[config.mk]
export PLATFORM = sky130hd
export DESIGN_NAME = serial_line_assembler_unit
export DESIGN_NICKNAME = d
export VERILOG_FILES = /design/src/design/sla_pkg.sv /design/src/design/sla_ram.sv /design/src/design/sla_ctrl.sv /design/src/design/sla_dp.sv /design/src/design/serial_line_assembler_unit.sv
export SDC_FILE = /design/constraint.sdc
export NUM_CORES = 1
export LEC_CHECK = 0
export BUFFER_PORTS_ARGS = -buffer_cell sky130_fd_sc_hd__buf_2
export CAP_MARGIN = 20
export CELL_PAD_IN_SITES_DETAIL_PLACEMENT = 0
export CELL_PAD_IN_SITES_GLOBAL_PLACEMENT = 1
export CORE_MARGIN = 3
export CORE_UTILIZATION = 35
export DETAILED_ROUTE_END_ITERATION = 12
export PLACE_DENSITY = 0.55
export SYNTH_ARGS = -nofsm -noshare
export SYNTH_HDL_FRONTEND = slang
export SYNTH_SLANG_ARGS = --single-unit
[constraint.sdc]
create_clock -name clk -period 6.55 [get_ports clk]
set_input_delay 1.31 -clock clk [delete_from_list [all_inputs] [get_ports clk]]
set_output_delay 1.31 -clock clk [all_outputs]
set_load 0.05 [all_outputs]
[src/design/sla_pkg.sv]
// ----------------------------------------------------------------------------
// Serial line assembler package
// Shared types and character codes for the line assembler.
// ----------------------------------------------------------------------------
package sla_pkg;

    localparam logic [7:0] CH_CR  = 8'h0D;
    localparam logic [7:0] CH_LF  = 8'h0A;
    localparam logic [7:0] CH_BS  = 8'h08;
    localparam logic [7:0] CH_DEL = 8'h7F;

    localparam logic [1:0] ADDR_LINE_ENABLE  = 2'd0;
    localparam logic       LINE_ENABLE_RESET = 1'b1;

    typedef enum logic [1:0] {
        ST_IDLE,
        ST_FETCH,
        ST_LOAD,
        ST_HOLD
    } state_t;

    typedef struct packed {
        logic append;
        logic remove;
        logic start;
        logic read;
        logic load;
        logic clear;
    } cmd_t;

    typedef struct packed {
        logic is_term;
        logic is_del;
        logic empty;
        logic full;
        logic last;
    } status_t;

endpackage

[src/design/sla_ram.sv]
// ----------------------------------------------------------------------------
// Line store RAM
// Single write port, single read port with registered read data.
// ----------------------------------------------------------------------------
module sla_ram #(
    parameter int WIDTH = 8,
    parameter int DEPTH = 64
) (
    input  logic                     clk,
    input  logic                     we,
    input  logic [$clog2(DEPTH)-1:0] waddr,
    input  logic [WIDTH-1:0]         wdata,
    input  logic                     re,
    input  logic [$clog2(DEPTH)-1:0] raddr,
    output logic [WIDTH-1:0]         rdata
);

    logic [WIDTH-1:0] mem_reg [DEPTH];
    logic [WIDTH-1:0] rdata_reg;

    always_ff @(posedge clk)
    begin
        if (we)
        begin
            mem_reg[waddr] <= wdata;
        end
        if (re)
        begin
            rdata_reg <= mem_reg[raddr];
        end
    end

    assign rdata = rdata_reg;

endmodule

[src/design/sla_ctrl.sv]
// ----------------------------------------------------------------------------
// Line assembler controller
// Sequences byte intake and the read-out of a completed line.
// ----------------------------------------------------------------------------
module sla_ctrl (
    input  logic             clk,
    input  logic             rst_n,
    input  logic             line_enable,
    input  logic             in_valid,
    output logic             in_ready,
    output logic             out_valid,
    input  logic             out_ready,
    input  sla_pkg::status_t status,
    output sla_pkg::cmd_t    cmd
);

    import sla_pkg::*;

    state_t state_reg;
    state_t state_next;

    always_ff @(posedge clk or negedge rst_n)
    begin
        if (!rst_n)
        begin
            state_reg <= ST_IDLE;
        end
        else
        begin
            state_reg <= state_next;
        end
    end

    always_comb
    begin
        state_next = state_reg;
        cmd        = '0;
        in_ready   = 1'b0;
        out_valid  = 1'b0;
        case (state_reg)
            ST_IDLE:
            begin
                in_ready = 1'b1;
                if (in_valid && line_enable)
                begin
                    if (status.is_term)
                    begin
                        if (!status.empty)
                        begin
                            cmd.start  = 1'b1;
                            state_next = ST_FETCH;
                        end
                    end
                    else if (status.is_del)
                    begin
                        cmd.remove = !status.empty;
                    end
                    else
                    begin
                        cmd.append = !status.full;
                    end
                end
            end
            ST_FETCH:
            begin
                cmd.read   = 1'b1;
                state_next = ST_LOAD;
            end
            ST_LOAD:
            begin
                cmd.load   = 1'b1;
                state_next = ST_HOLD;
            end
            ST_HOLD:
            begin
                out_valid = 1'b1;
                if (out_ready)
                begin
                    if (status.last)
                    begin
                        cmd.clear  = 1'b1;
                        state_next = ST_IDLE;
                    end
                    else
                    begin
                        state_next = ST_FETCH;
                    end
                end
            end
            default:
            begin
                state_next = ST_IDLE;
            end
        endcase
    end

endmodule

[src/design/sla_dp.sv]
// ----------------------------------------------------------------------------
// Line assembler datapath
// Fill count, read index, line store and output register.
// ----------------------------------------------------------------------------
module sla_dp #(
    parameter int LINE_DEPTH = 64
) (
    input  logic             clk,
    input  logic             rst_n,
    input  logic [7:0]       rx_byte,
    input  sla_pkg::cmd_t    cmd,
    output sla_pkg::status_t status,
    output logic [7:0]       line_byte,
    output logic [5:0]       line_length,
    output logic             is_last
);

    import sla_pkg::*;

    localparam int FILL_W = $clog2(LINE_DEPTH);
    localparam logic [FILL_W-1:0] FILL_MAX = FILL_W'(LINE_DEPTH - 1);
    localparam logic [FILL_W-1:0] FILL_ONE = FILL_W'(1);

    logic [FILL_W-1:0]   fill_reg;
    logic [FILL_W-1:0]   fill_next;
    logic [FILL_W-1:0]   idx_reg;
    logic [FILL_W-1:0]   idx_next;
    logic [FILL_W-1:0]   idx_inc;
    logic [7:0]          byte_reg;
    logic                last_reg;
    logic [7:0]          rdata;
    logic [FILL_W+5:0]   len_ext;

    assign idx_inc = idx_reg + FILL_ONE;

    always_comb
    begin
        fill_next = fill_reg;
        if (cmd.append)
        begin
            fill_next = fill_reg + FILL_ONE;
        end
        else if (cmd.remove)
        begin
            fill_next = fill_reg - FILL_ONE;
        end
        else if (cmd.clear)
        begin
            fill_next = '0;
        end
    end

    always_comb
    begin
        idx_next = idx_reg;
        if (cmd.start)
        begin
            idx_next = '0;
        end
        else if (cmd.load)
        begin
            idx_next = idx_inc;
        end
    end

    always_ff @(posedge clk or negedge rst_n)
    begin
        if (!rst_n)
        begin
            fill_reg <= '0;
            idx_reg  <= '0;
            last_reg <= 1'b0;
        end
        else
        begin
            fill_reg <= fill_next;
            idx_reg  <= idx_next;
            if (cmd.load)
            begin
                last_reg <= (idx_inc == fill_reg);
            end
        end
    end

    always_ff @(posedge clk)
    begin
        if (cmd.load)
        begin
            byte_reg <= rdata;
        end
    end

    sla_ram #(
        .WIDTH (8),
        .DEPTH (LINE_DEPTH)
    ) u_store (
        .clk   (clk),
        .we    (cmd.append),
        .waddr (fill_reg),
        .wdata (rx_byte),
        .re    (cmd.read),
        .raddr (idx_reg),
        .rdata (rdata)
    );

    assign status.is_term = (rx_byte == CH_CR) || (rx_byte == CH_LF);
    assign status.is_del  = (rx_byte == CH_BS) || (rx_byte == CH_DEL);
    assign status.empty   = (fill_reg == '0);
    assign status.full    = (fill_reg >= FILL_MAX);
    assign status.last    = last_reg;

    assign len_ext     = {6'd0, fill_reg};
    assign line_length = len_ext[5:0];
    assign line_byte   = byte_reg;
    assign is_last     = last_reg;

endmodule

[src/design/serial_line_assembler_unit.sv]
// ----------------------------------------------------------------------------
// Serial line assembler
// Builds text lines from received bytes, with backspace and delete editing.
//
// Input channel: one rx_byte per transfer. CR or LF ends the line; BS and DEL
// remove the last stored byte; other bytes are stored until the line holds
// LINE_DEPTH - 1 bytes, after which they are dropped. With line_enable at 0
// every byte is taken and ignored.
// Output channel: a completed non-empty line leaves as one transfer per byte,
// each carrying line_length, with is_last on the final byte.
// Timing: ordinary bytes are taken while the block idles. After a terminator
// the block takes no input until the line has left; each byte of the line
// goes through a store read, an output load and a transfer, and is held while
// out_ready is low. Bytes are read through the line store's single read port.
// Reset: the line is emptied and line_enable returns to 1; no clearing pass.
// Configuration: line_enable at byte address 0 (every write reaches it), to be
// written only while the block idles; the block itself does not enforce this.
// ----------------------------------------------------------------------------
module serial_line_assembler_unit #(
    parameter int LINE_DEPTH = 64
) (
    input  logic        clk,
    input  logic        rst_n,
    input  logic        psel,
    input  logic        penable,
    input  logic        pwrite,
    input  logic [1:0]  paddr,
    input  logic [31:0] pwdata,
    output logic [31:0] prdata,
    output logic        pready,
    input  logic        in_valid,
    output logic        in_ready,
    input  logic [7:0]  rx_byte,
    output logic        out_valid,
    input  logic        out_ready,
    output logic [7:0]  line_byte,
    output logic [5:0]  line_length,
    output logic        is_last
);

    import sla_pkg::*;

    logic    line_enable_reg;
    cmd_t    cmd;
    status_t status;

    always_ff @(posedge clk or negedge rst_n)
    begin
        if (!rst_n)
        begin
            line_enable_reg <= LINE_ENABLE_RESET;
        end
        else if (psel && penable && pwrite)
        begin
            line_enable_reg <= pwdata[0];
        end
    end

    assign pready = 1'b1;
    assign prdata = (paddr == ADDR_LINE_ENABLE) ? {31'd0, line_enable_reg} : 32'd0;

    sla_ctrl u_ctrl (
        .clk         (clk),
        .rst_n       (rst_n),
        .line_enable (line_enable_reg),
        .in_valid    (in_valid),
        .in_ready    (in_ready),
        .out_valid   (out_valid),
        .out_ready   (out_ready),
        .status      (status),
        .cmd         (cmd)
    );

    sla_dp #(
        .LINE_DEPTH (LINE_DEPTH)
    ) u_dp (
        .clk         (clk),
        .rst_n       (rst_n),
        .rx_byte     (rx_byte),
        .cmd         (cmd),
        .status      (status),
        .line_byte   (line_byte),
        .line_length (line_length),
        .is_last     (is_last)
    );

endmodule

[After elaboration in Yosys (flattened, before gate mapping)]
Memories as Yosys holds them, arrays and structs flattened. A register that Yosys moved wholly into a read port is not among the register bits.
Index checks and enable logic that the tools add are counted.
Cells by class
  magnitude comparators: 1
  add/sub/neg operators: 3
  reductions and logical operators: 13
  muxes and demuxes: 28
  eq/ne operators: 12
Operator list (number)
  $mux W6: 5
  $eq A8 B4 Y1 const B: 3
  $mux W1: 15
  $add A6 B1 Y6 const B: 2
  $mux W2: 5
  $eq A8 B7 Y1 const B: 1
  $pmux W2 S4: 1
  $eq A6 B6 Y1: 1
  $ge A6 B6 Y1 const B: 1
  $logic_not A6 Y1: 1
  $mux W3: 2
  $ne A2 B2 Y1 const B: 3
  $sub A6 B1 Y6 const B: 1
  $eq A2 B2 Y1 const B: 2
  $logic_not A2 Y1: 2
  $reduce_and A4 Y1: 1
  $logic_and A1 B1 Y1: 3
  $reduce_bool A3 Y1: 1
  $eq A2 B1 Y1 const B: 1
  $logic_not A1 Y1: 2
  $logic_or A1 B1 Y1: 2
  $ne A2 B1 Y1 const B: 1
  $reduce_bool A2 Y1: 1
Storage, ports and cells
  memories: 1
  input port bits: 49
  output and inout bits: 50
  bits in registers: 24
  word-level logic and storage cells: 64
  memory bits (writable): 512
Memories
  u_dp.u_store.mem_reg: depth 64, width 8, read ports 1, clocked after Yosys merged registers in 1, wr ports 1, RTL line sla_ram.sv:18  | logic [WIDTH-1:0] mem_reg [DEPTH];

[Longest topological paths before layout]
Gate-level depths: netlist (run 1).
  depth in word-level cells: 8
  depth in mapped cells: 10

[Modules after synthesis]
A second synthesis (run 1) with hierarchy kept.
Unflattened totals
  cells, all modules: 1124
  area, all modules: 22003.6 um^2
By module, submodules not included
  sla_ram: area an instance 20246.9 um^2, instances 1, cells an instance 940
  sla_dp: area an instance 1226.2 um^2, instances 1, cells an instance 122
  serial_line_assembler_unit: area an instance 301.5 um^2, instances 1, cells an instance 38
  sla_ctrl: area an instance 229.0 um^2, instances 1, cells an instance 24

[Least setup slack after synthesis (run 1)]
No wires, ideal clock.
  path kind: in2out
  from: in paddr[1]
  to: out prdata[0]
  slack: 2.772 ns
  path buffers: 0
  stages on the path: 1
  required time: 5.240 ns
  arrival time: 2.468 ns
  cell sequence: nor3b_1
On the way
  word-level cells in the longest chain between the ends: 2
RTL lines
  from (decl): RTL line serial_line_assembler_unit.sv:27  | input logic [1:0] paddr,
  $logic_not A2 Y1: RTL line serial_line_assembler_unit.sv:60  | assign prdata = (paddr == ADDR_LINE_ENABLE) ? {31'd0, line_enable_reg} : 32'd0;
  $mux W1: RTL line serial_line_assembler_unit.sv:60
  to (decl): RTL line serial_line_assembler_unit.sv:29  | output logic [31:0] prdata,
No other way between the ends.

[Worst setup path in the final report (run 1)]
  from: in rx_byte[4]
  to: mem u_dp.u_store.mem_reg[53][4] (enable)
On the way
  word-level cells in the longest chain between the ends: 8
RTL lines
  from (decl): RTL line serial_line_assembler_unit.sv:33  | input logic [7:0] rx_byte,
  $eq A8 B4 Y1 or $eq A8 B7 Y1 (tied branches): RTL line sla_dp.sv:107  | assign status.is_del = (rx_byte == CH_BS) || (rx_byte == CH_DEL);
  $logic_or A1 B1 Y1: RTL line sla_dp.sv:107
  $mux W1: RTL line sla_ctrl.sv:54  | else if (status.is_del)
  $mux W2 *: RTL line sla_ctrl.sv:46  | if (status.is_term)
  $mux W3 *: RTL line sla_ctrl.sv:44  | if (in_valid && line_enable)
  $mux W3 *: RTL line sla_ctrl.sv:40  | case (state_reg)
  $mux W1 *: RTL line sla_ram.sv:23  | if (we)
  $mux W1 (implied by the code) *: RTL line sla_ram.sv:25  | mem_reg[waddr] <= wdata;
  to (decl): RTL line sla_ram.sv:18
Mark *: on every way between the ends. The rest lies on a longest branch, timed or not.

==> results_dict.tcl, run 1 <==
set metrics [dict create \
    total_power_mw 10.1 \
    synth-adder-area-share 0.00456 \
    netlist_area_sq_um 22000 \
    timing.final.hold_violations 0 \
    fillers 5552 \
    number_of_flip_flops_under_the_largest_register_name 512 \
    io_buffer_count 35 \
    tritoncts_clock_tree "built" \
    grt_pass1_vias 10990 \
    power_frac_comb 0.270 \
    drive_gt1_frac 0.233 \
    yosys.area.top_type "sky130_fd_sc_hd__edfxtp_1" \
    synth.yosys.seq_area_share 0.740 \
    route.detailed.drc 0 \
    antenna_found_initial 1 \
    synth_top_area_share 0.722 \
    synth.distinct_cells 60 \
    required_ns 6.77 \
    gr-max-usage-layer "met2" \
    synthFlopType "sky130_fd_sc_hd__edfxtp_1" \
    setup.worst_path.class "in -> reg" \
    synth_top_family_by_area "multiplexers" \
    maxCapViolations 0 \
    cp-start-kind "primary input" \
    tritoncts_num_sinks 544 \
    fin_crit_sh 0.687 \
    post-route-min-period_ns 4.50 \
    post_layout_instance_count_excluding_filler_cells 2065 \
    leading_post_synthesis_cells_by_cell_area "sky130_fd_sc_hd__edfxtp_1 72%, sky130_fd_sc_hd__mux4_2 12%, sky130_fd_sc_hd__mux2i_1 2.4%" \
    routabilityCongestion 0.758 \
    floorplan.initialDensity 0.355 \
    detailroute.via_count 10599 \
    postCtsSetupRepairBufs 0 \
    finalCoreUtilization 0.400 \
    cts-htree-levels 2 \
    leakagePower_nw 7.85 \
    num_rows 91 \
    area_growth_syn_to_layout_pct 12.5 \
    clockRootBuffer "sky130_fd_sc_hd__clkbuf_16" \
    dp_hpwl_microns 31400 \
    globalRouteMet1Util 0.219 \
    skew_ns 0.0195 \
    met3_resource_use_gr 0.0301 \
    drtPass1Iterations 4 \
    cts-root-to-sink-buffers 3 \
    yosys.area_share.xor_xnor 0.00359 \
    numCtsBuffers 57 \
    cp-end-kind "flop" \
    antenna_left 0 \
    ios 99 \
    die_height_microns 256 \
    timing.hold.worst.class "reg -> reg" \
    timing_max_transition_violations_final 0 \
    area_fraction_in_compound_gates_after_synthesis 0.0352 \
    grt_pass1_wl_microns 75600 \
    synth-simple-area-share 0.0397 \
    finalNetCount 1240 \
    cp_max_fo 10 \
    core_area_sq_um 61800 \
    asyncSetResetFlopFracSynth 0.0294 \
    stage_delay_of_the_slowest_cell_on_the_critical_path_ns 1.02 \
    power.switching_mw 3.13 \
    antenna-diode-count 0 \
    timing.critical_path.cells "buf_2 > or4b_1 > nor3_2 > or3_4 > nor2_2 > nand4_1 > nor2_1" \
    worst_ir_drop_vdd_v 0.000177 \
    critical-path-slowest-cell "sky130_fd_sc_hd__nor2_1" \
    globalRouteTotalUtil 0.157 \
    dieWidth_microns 256 \
    grt_overflow_total 0 \
    synthMuxAreaShare 0.148 \
    syn-instance-count 1128 \
    ys_top_cells_by_count "528 x sky130_fd_sc_hd__edfxtp_1, 114 x sky130_fd_sc_hd__mux4_2, 95 x sky130_fd_sc_hd__nor2_1" \
    power.share.switching 0.311 \
    drt_iter0_drc 863 \
    grt_setup_unrepaired "no" \
    die-area_sq_um 65800 \
    clock_insertion_delay_worst_skew_ns 0.61 \
    ctsResizeCount 0 \
    yosysWarningCount 0 \
    yosysMostFrequentCell "sky130_fd_sc_hd__edfxtp_1" \
    run_status "completed" \
    setup_total_negative_slack_ns 0 \
    synthesized_flop_and_latch_total 544 \
    worst_slew_pin_slew_ns 1.09 \
    setup-violations-final 0 \
    gr-usage-met2 0.251 \
    placed_cells_incl_taps 1961 \
    clkTransAtPathRegs_ns 0.06 \
    cts_hold_repair.buffers 0 \
    vias_per_std_cell 5.13 \
    synth.avg_cell_area_sq_um 19.5 \
    power_frac_clock 0.311 \
    cp_data_arrival_time_ns 4.72 \
    max_freq_ghz 0.222 \
    grt_max_degree 65 \
    sequentialPowerShare 0.418 \
    finalWirelength_microns 51300 \
    number_of_enable_flip_flop_cells_after_synthesis 528 \
    slew-limit-headroom 0.274 \
    routed_wire_length_per_instance_microns 24.8 \
    p_int_mw 6.94 \
    power_density_nw_per_um2 408 \
]
-- worst max-delay path, delay by kind of cell --
| family | cells | cell delay, ns |
|---|---|---|
| AND/OR/NAND/NOR | 6 | 3.10 |
| buffers and inverters | 1 | 0.28 |
-- layer usage --
metal  part of all wire  routed length (microns)
met5                  0                        0
met3              0.052                     2650
met1               0.45                    23000
met2               0.47                    24400
met4              0.025                     1260
-- power groups by stage --
stage                     clock, mW  sequential [mW]  combinational [mW]
after floorplan                   0             4.20                2.06
after global placement            0             4.29                2.77
after detailed placement          0             4.30                2.77
after CTS                      3.22             4.22                2.78
after global routing           3.37             4.24                2.93
final                          3.13             4.22                2.72
-- cell type report --
| class | instances | area [sq um] | area share |
|---|---|---|---|
| inverter | 7 | 26.3 | 0.00106 |
| tap | 837 | 1050 | 0.0424 |
| clock buffer | 67 | 1460 | 0.0593 |
| multi-input combinational | 513 | 5200 | 0.210 |
| clock inverter | 37 | 338 | 0.0137 |
| sequential | 544 | 16300 | 0.658 |
| timing repair buffer | 60 | 363 | 0.0147 |
-- kinds of logic (layout without fill, tap and decap cells) --
| family | after synthesis | in the layout |
|---|---|---|
| flip-flops | 544 | 544 |
| AND/OR/NAND/NOR | 183 | 183 |
| other | 2 | 32 |
| XOR/XNOR | 9 | 9 |
| adder cells (fa/ha/maj) | 8 | 8 |
| buffers and inverters | 101 | 171 |
| AO/OA/AOI/OAI | 100 | 100 |
| multiplexers | 181 | 181 |
-- per-stage QoR --
step                worst slack [ns]  area [sq um]  hold WS, ns
finish                          2.05         24700        0.417
global route                    1.93         24700        0.424
detailed placement              1.42         22900        0.405
floorplan                       2.77         22100        0.400
CTS                             2.06         24700        0.419
global placement                1.47         22900        0.407
-- placed cells by master, fill, tap and decap left out, types with 15 or more instances in the layout --
master / instances
sky130_fd_sc_hd__nand3_1: 15
sky130_fd_sc_hd__nand2_1: 19
sky130_fd_sc_hd__clkinv_2: 15
sky130_fd_sc_hd__buf_4: 25
sky130_fd_sc_hd__nor2_1: 95
sky130_fd_sc_hd__edfxtp_1: 528
sky130_fd_sc_hd__buf_2: 35
sky130_fd_sc_hd__mux4_2: 114
sky130_fd_sc_hd__mux2i_1: 52
sky130_fd_sc_hd__mux2_2: 15
sky130_fd_sc_hd__conb_1: 32
sky130_fd_sc_hd__clkbuf_16: 57
sky130_fd_sc_hd__a22oi_1: 20
-- final timing paths --
kind / startpoint / endpoint / slack (ns) / depth (start not counted)
worst max-delay path: rx_byte[4] / u_dp.u_store.mem_reg[53][4] / 2.05 / 7
worst min-delay path: u_dp.u_store.rdata[1] / u_dp.line_byte[1] / 0.42 / 0
worst max register to register: u_dp.line_length[1] / u_dp.u_store.mem_reg[53][4] / 2.51 / 7
worst min register to register: u_dp.u_store.rdata[1] / u_dp.line_byte[1] / 0.42 / 0
max in group asynchronous: rst_n / u_dp.idx_reg[0] / 5.61 / 1
min in group asynchronous: rst_n / u_dp.line_length[1] / 0.63 / 1
Note: power is estimated with default switching activity, not from simulation.
==> run 2: changes to the inputs <==
clock period = 4.6 ns   (was 6.55 ns; I/O delays follow)
==> run 2 against run 1 <==
Effect of this change:
- first-iteration DRC count down 5.9%
- die area is the same
- critical endpoint is now u_dp.u_store.mem_reg[51][6]
- utilization up 0.17 points
- critical path type is now reg -> reg
==> results_dict.tcl, run 2 (same netlist as run 1, synthesis figures left out) <==
set metrics [dict create \
    layout.cell_area.non_filler_sq_um 24800 \
    power_frac_comb 0.277 \
    drtPass1Iterations 6 \
    dieWidth_microns 256 \
    antenna-diode-count 0 \
    area_growth_syn_to_layout_pct 13.0 \
    cp_max_fo 9 \
    route.detailed.drc 0 \
    grt_max_degree 65 \
    setup_total_negative_slack_ns 0 \
    core_area_sq_um 61800 \
    grt_setup_unrepaired "no" \
    max_freq_ghz 0.265 \
    power.share.switching 0.311 \
    routed_wire_length_per_instance_microns 24.8 \
    maxCapViolations 0 \
    place_ws_ns 0.240 \
    tritoncts_clock_tree "built" \
    detailroute.via_count 10471 \
    required_ns 4.83 \
    routabilityCongestion 0.808 \
    dp_hpwl_microns 31900 \
    tritoncts_num_sinks 544 \
    skew_ns 0.0115 \
    vias_per_std_cell 5.06 \
    power_frac_clock 0.311 \
    final_cell_mix "528 x sky130_fd_sc_hd__edfxtp_1, 114 x sky130_fd_sc_hd__mux4_2, 95 x sky130_fd_sc_hd__nor2_1" \
    antenna_left 0 \
    post-route-min-period_ns 3.78 \
    clock_insertion_delay_worst_skew_ns 0.60 \
    die_height_microns 256 \
    finalWirelength_microns 51300 \
    timing.hold.worst.class "in -> async" \
    setup_slack_ns 0.820 \
    clkTransAtPathRegs_ns 0.06 \
    ctsResizeCount 0 \
    number_of_flip_flops_under_the_largest_register_name 512 \
    ios 99 \
    floorplan.initialDensity 0.355 \
    io_buffer_count 35 \
    p_int_mw 9.96 \
    worst_ir_drop_vdd_v 0.000262 \
    postCtsSetupRepairBufs 0 \
    grt_pass1_vias 10725 \
    run_status "completed" \
    drive_gt1_frac 0.237 \
    power.switching_mw 4.51 \
    cp_data_arrival_time_ns 4.01 \
    die-area_sq_um 65800 \
    commonest_non_fill_non_tap_cell_in_the_layout "sky130_fd_sc_hd__edfxtp_1" \
    cts-root-to-sink-buffers 3 \
    grt_pass1_wl_microns 74700 \
    timing_max_transition_violations_final 0 \
    cts-htree-levels 2 \
    finalNetCount 1246 \
    globalRouteTotalUtil 0.156 \
    power_density_nw_per_um2 583 \
    sequentialPowerShare 0.413 \
    grt_overflow_total 0 \
    leakagePower_nw 7.88 \
    slew-limit-headroom 0.347 \
    timing.final.hold_violations 0 \
    detailed_place.area_sq_um 23000 \
    cp-start-kind "flop" \
    cts_hold_repair.buffers 0 \
    num_rows 91 \
    setup-violations-final 0 \
    cp-end-kind "flop" \
    numCtsBuffers 57 \
    drt_iter0_drc 812 \
    antenna_found_initial 4 \
    setup.worst_path.class "reg -> reg" \
    clockRootBuffer "sky130_fd_sc_hd__clkbuf_16" \
    fin_crit_sh 0.822 \
    worst_slew_pin_slew_ns 0.979 \
]
## run 2: worst max-delay path, cell delays in order (launching register included)
cell and delay, ns:
sky130_fd_sc_hd__dfrtp_1 0.51, sky130_fd_sc_hd__ha_1 0.31, sky130_fd_sc_hd__nand3_1 0.15, sky130_fd_sc_hd__o211ai_1 0.17, sky130_fd_sc_hd__or3_4 0.39, sky130_fd_sc_hd__or2_1 0.29
sky130_fd_sc_hd__or4_1 0.80, sky130_fd_sc_hd__nor2_1 0.78
## run 2: per-layer routing
metal	GRT usage	vias to the layer above	part of all wire
met5	0	-	0
met2	0.244	303	0.47
met4	0.0512	0	0.027
met1	0.222	5427	0.45
met3	0.0259	84	0.054
li1	-	4657	-
## run 2: layout make-up
| cell class | count | area, sq um |
|---|---|---|
| Fill cell | 5508 | 37000 |
| Clock buffer | 67 | 1510 |
| Clock inverter | 34 | 319 |
| Multi-Input combinational cell | 513 | 5200 |
| Inverter | 7 | 26.3 |
| Timing Repair Buffer | 66 | 445 |
| Tap cell | 837 | 1050 |
| Sequential cell | 544 | 16300 |
## run 2: power groups by stage
stage	Combinational (mW)	Clock, mW	Sequential, mW
floorplan	2.93	0	5.99
global placement	4.09	0	6.07
detailed placement	4.08	0	6.07
CTS	4.09	4.61	5.97
global route	4.30	4.81	6.00
finish	4.01	4.50	5.97
## run 2: final timing paths
kind,startpoint,cells after the start,slack (ns),end
max,u_dp.line_length[0],7,0.82,u_dp.u_store.mem_reg[51][6]
min,rst_n,1,0.24,u_dp.idx_reg[1]
max reg2reg,u_dp.line_length[0],7,0.82,u_dp.u_store.mem_reg[51][6]
min reg2reg,u_dp.u_store.rdata[1],0,0.42,u_dp.line_byte[1]
max in group asynchronous,rst_n,1,4.03,u_dp.idx_reg[0]
min in group clk,u_dp.u_store.rdata[1],0,0.42,u_dp.line_byte[1]
## run 2: metrics by stage
stage / utilization / cells / total power [mW] / hold WS [ns]
after floorplan: - / 1158 / 8.91 / 0.400
after global placement: 0.372 / 1967 / 10.2 / 0.404
after detailed placement: 0.372 / 1967 / 10.2 / 0.405
after CTS: 0.401 / 2068 / 14.7 / 0.217
after global routing: 0.401 / 2068 / 15.1 / 0.246
final: 0.401 / 2068 / 14.5 / 0.243
==> run 3: changes to the inputs <==
clock period = 3.7 ns   (was 4.6 ns; I/O delays follow)
==> run 3 against run 2 <==
Effect of this change:
- flip-flop and latch count did not move
- routed wire length is 2.0% higher
- cell area increased by 0.97%
- combinational power increased by 29%
- global-route usage is 0.52 points higher
- largest cell class unchanged
- count of clock-buffer cells in the layout grew 5
- critical path type unchanged
- clock power is 22% higher
==> results_dict.tcl, run 3 (same netlist as run 1, synthesis figures left out) <==
set metrics [dict create \
    timing.final.hold_violations 0 \
    gr-usage-met2 0.256 \
    count_of_cells_along_the_worst_register_to_register_path 9 \
    slew-limit-headroom 0.398 \
    cts-root-to-sink-buffers 3 \
    route.detailed.drc 0 \
    cp-start-kind "flop" \
    cts-htree-levels 2 \
    drive_gt1_frac 0.254 \
    worst_ir_drop_vdd_v 0.000324 \
    setup_total_negative_slack_ns 0 \
    vias_per_std_cell 5.11 \
    tritoncts_clock_tree "built" \
    die_height_microns 256 \
    setup.worst_path.class "reg -> reg" \
    tritoncts_num_sinks 544 \
    cp-end-kind "flop" \
    drt_iter0_drc 846 \
    antenna_found_initial 2 \
    clock_insertion_delay_worst_skew_ns 0.61 \
    post-route-min-period_ns 3.19 \
    setup-violations-final 0 \
    max_freq_ghz 0.313 \
    antenna_left 0 \
    detailroute.via_count 10750 \
    hold_ws_ns 0.0618 \
    ios 99 \
    maxCapViolations 0 \
    reg_to_reg_critical_path_startpoint "u_dp.line_length[0]" \
    worst_slew_pin_slew_ns 0.900 \
    finalWirelength_microns 52300 \
    routed_wire_length_per_instance_microns 24.9 \
    globalRouteTotalUtil 0.161 \
    io_buffer_count 35 \
    skew_ns 0.0206 \
    grt_pass1_wl_microns 77700 \
    grt_max_degree 65 \
    run_status "completed" \
    cp_data_arrival_time_ns 3.50 \
    timing_max_transition_violations_final 0 \
    required_ns 4.01 \
    globalRouteMet1Util 0.225 \
    met3_resource_use_gr 0.0293 \
    numCtsBuffers 57 \
    cp_max_fo 9 \
    gr-max-usage-layer "met2" \
    fillers 5478 \
    core_area_sq_um 61800 \
    commonest_non_fill_non_tap_cell_in_the_layout "sky130_fd_sc_hd__edfxtp_1" \
    grt_overflow_total 0 \
    routabilityCongestion 0.760 \
    finalNetCount 1279 \
    clkTransAtPathRegs_ns 0.06 \
    grt_pass1_vias 11184 \
    clockRootBuffer "sky130_fd_sc_hd__clkbuf_16" \
    ctsResizeCount 0 \
    antenna-diode-count 0 \
    number_of_flip_flops_under_the_largest_register_name 512 \
    timing.hold.worst.class "in -> async" \
    power_density_nw_per_um2 720 \
    postCtsSetupRepairBufs 0 \
    grt_setup_unrepaired "no" \
    floorplan.initialDensity 0.355 \
    fin_crit_sh 0.863 \
    dp_hpwl_microns 32500 \
    worst_r2r_endpoint "u_dp.u_store.mem_reg[11][0]" \
    leakagePower_nw 8.05 \
    reg2reg_slack_ns 0.51 \
    final_cell_mix "528 x sky130_fd_sc_hd__edfxtp_1, 114 x sky130_fd_sc_hd__mux4_2, 95 x sky130_fd_sc_hd__nor2_1" \
    drtPass1Iterations 7 \
    cts_hold_repair.buffers 0 \
    die-area_sq_um 65800 \
    area_growth_syn_to_layout_pct 14.1 \
    num_rows 91 \
    dieWidth_microns 256 \
]
run 3: cell count changes in the layout (fill, tap and decap cells not counted), sizes merged:
cell and delta:
buf +33, bufinv -1, clkbuf +5, clkinv +1, clkinvlp -2, inv -2
run 3: worst max path at each step:
stage                         from                           to  depth (start not counted)
5_1_grt        u_dp.line_length[0]  u_dp.u_store.mem_reg[37][3]                          8
4_1_cts        u_dp.line_length[1]  u_dp.u_store.mem_reg[11][3]                          9
3_5_place_dp            rx_byte[4]  u_dp.u_store.mem_reg[30][7]                          8
6_report       u_dp.line_length[0]  u_dp.u_store.mem_reg[11][0]                          9
3_3_place_gp            rx_byte[4]  u_dp.u_store.mem_reg[46][3]                          8
2_1_floorplan  u_dp.line_length[0]  u_dp.u_store.mem_reg[10][0]                          8
run 3: final cells by class:
cell class / count / area [sq um] / area share
Sequential cell: 544 / 16300 / 0.649
Multi-Input combinational cell: 513 / 5200 / 0.208
Clock buffer: 72 / 1540 / 0.0613
Tap cell: 837 / 1050 / 0.0418
Timing Repair Buffer: 99 / 718 / 0.0287
Clock inverter: 30 / 259 / 0.0103
Inverter: 7 / 26.3 / 0.00105
run 3: power breakdown:
part	leakage, nW	total [mW]	internal (mW)	switching, mW
combinational	2.24	5.19	2.17	3.02
sequential	4.95	7.33	7.02	0.307
clock	0.865	5.51	3.20	2.31
run 3: per-layer routing:
layer | routed length (microns) | vias to the layer above | part of all wire
li1 | - | 4721 | -
met1 | 23400 | 5668 | 0.45
met2 | 24900 | 285 | 0.48
met3 | 2720 | 76 | 0.052
met4 | 1390 | 0 | 0.027
met5 | 0 | - | 0
run 3: stage by stage:
step / worst slack [ns] / utilization / total power, mW / area (sq um) / std cells
after floorplan: 0.630 / - / 11.1 / 22100 / 1158
after global placement: 0.219 / 0.376 / 12.7 / 23300 / 2000
after detailed placement: 0.235 / 0.376 / 12.7 / 23300 / 2000
after CTS: 0.466 / 0.405 / 18.3 / 25100 / 2102
after global routing: 0.320 / 0.405 / 18.8 / 25100 / 2102
final: 0.507 / 0.405 / 18.0 / 25100 / 2102
run 3: worst max-delay path, stage by stage (launching register included):
cell and delay, ns:
sky130_fd_sc_hd__dfrtp_1 0.50, sky130_fd_sc_hd__ha_1 0.29, sky130_fd_sc_hd__nand3_1 0.15, sky130_fd_sc_hd__o211ai_1 0.16, sky130_fd_sc_hd__or3_4 0.37, sky130_fd_sc_hd__or2_1 0.30, sky130_fd_sc_hd__or4_1 0.42, sky130_fd_sc_hd__buf_4 0.22
sky130_fd_sc_hd__nor2_1 0.25, sky130_fd_sc_hd__buf_4 0.22
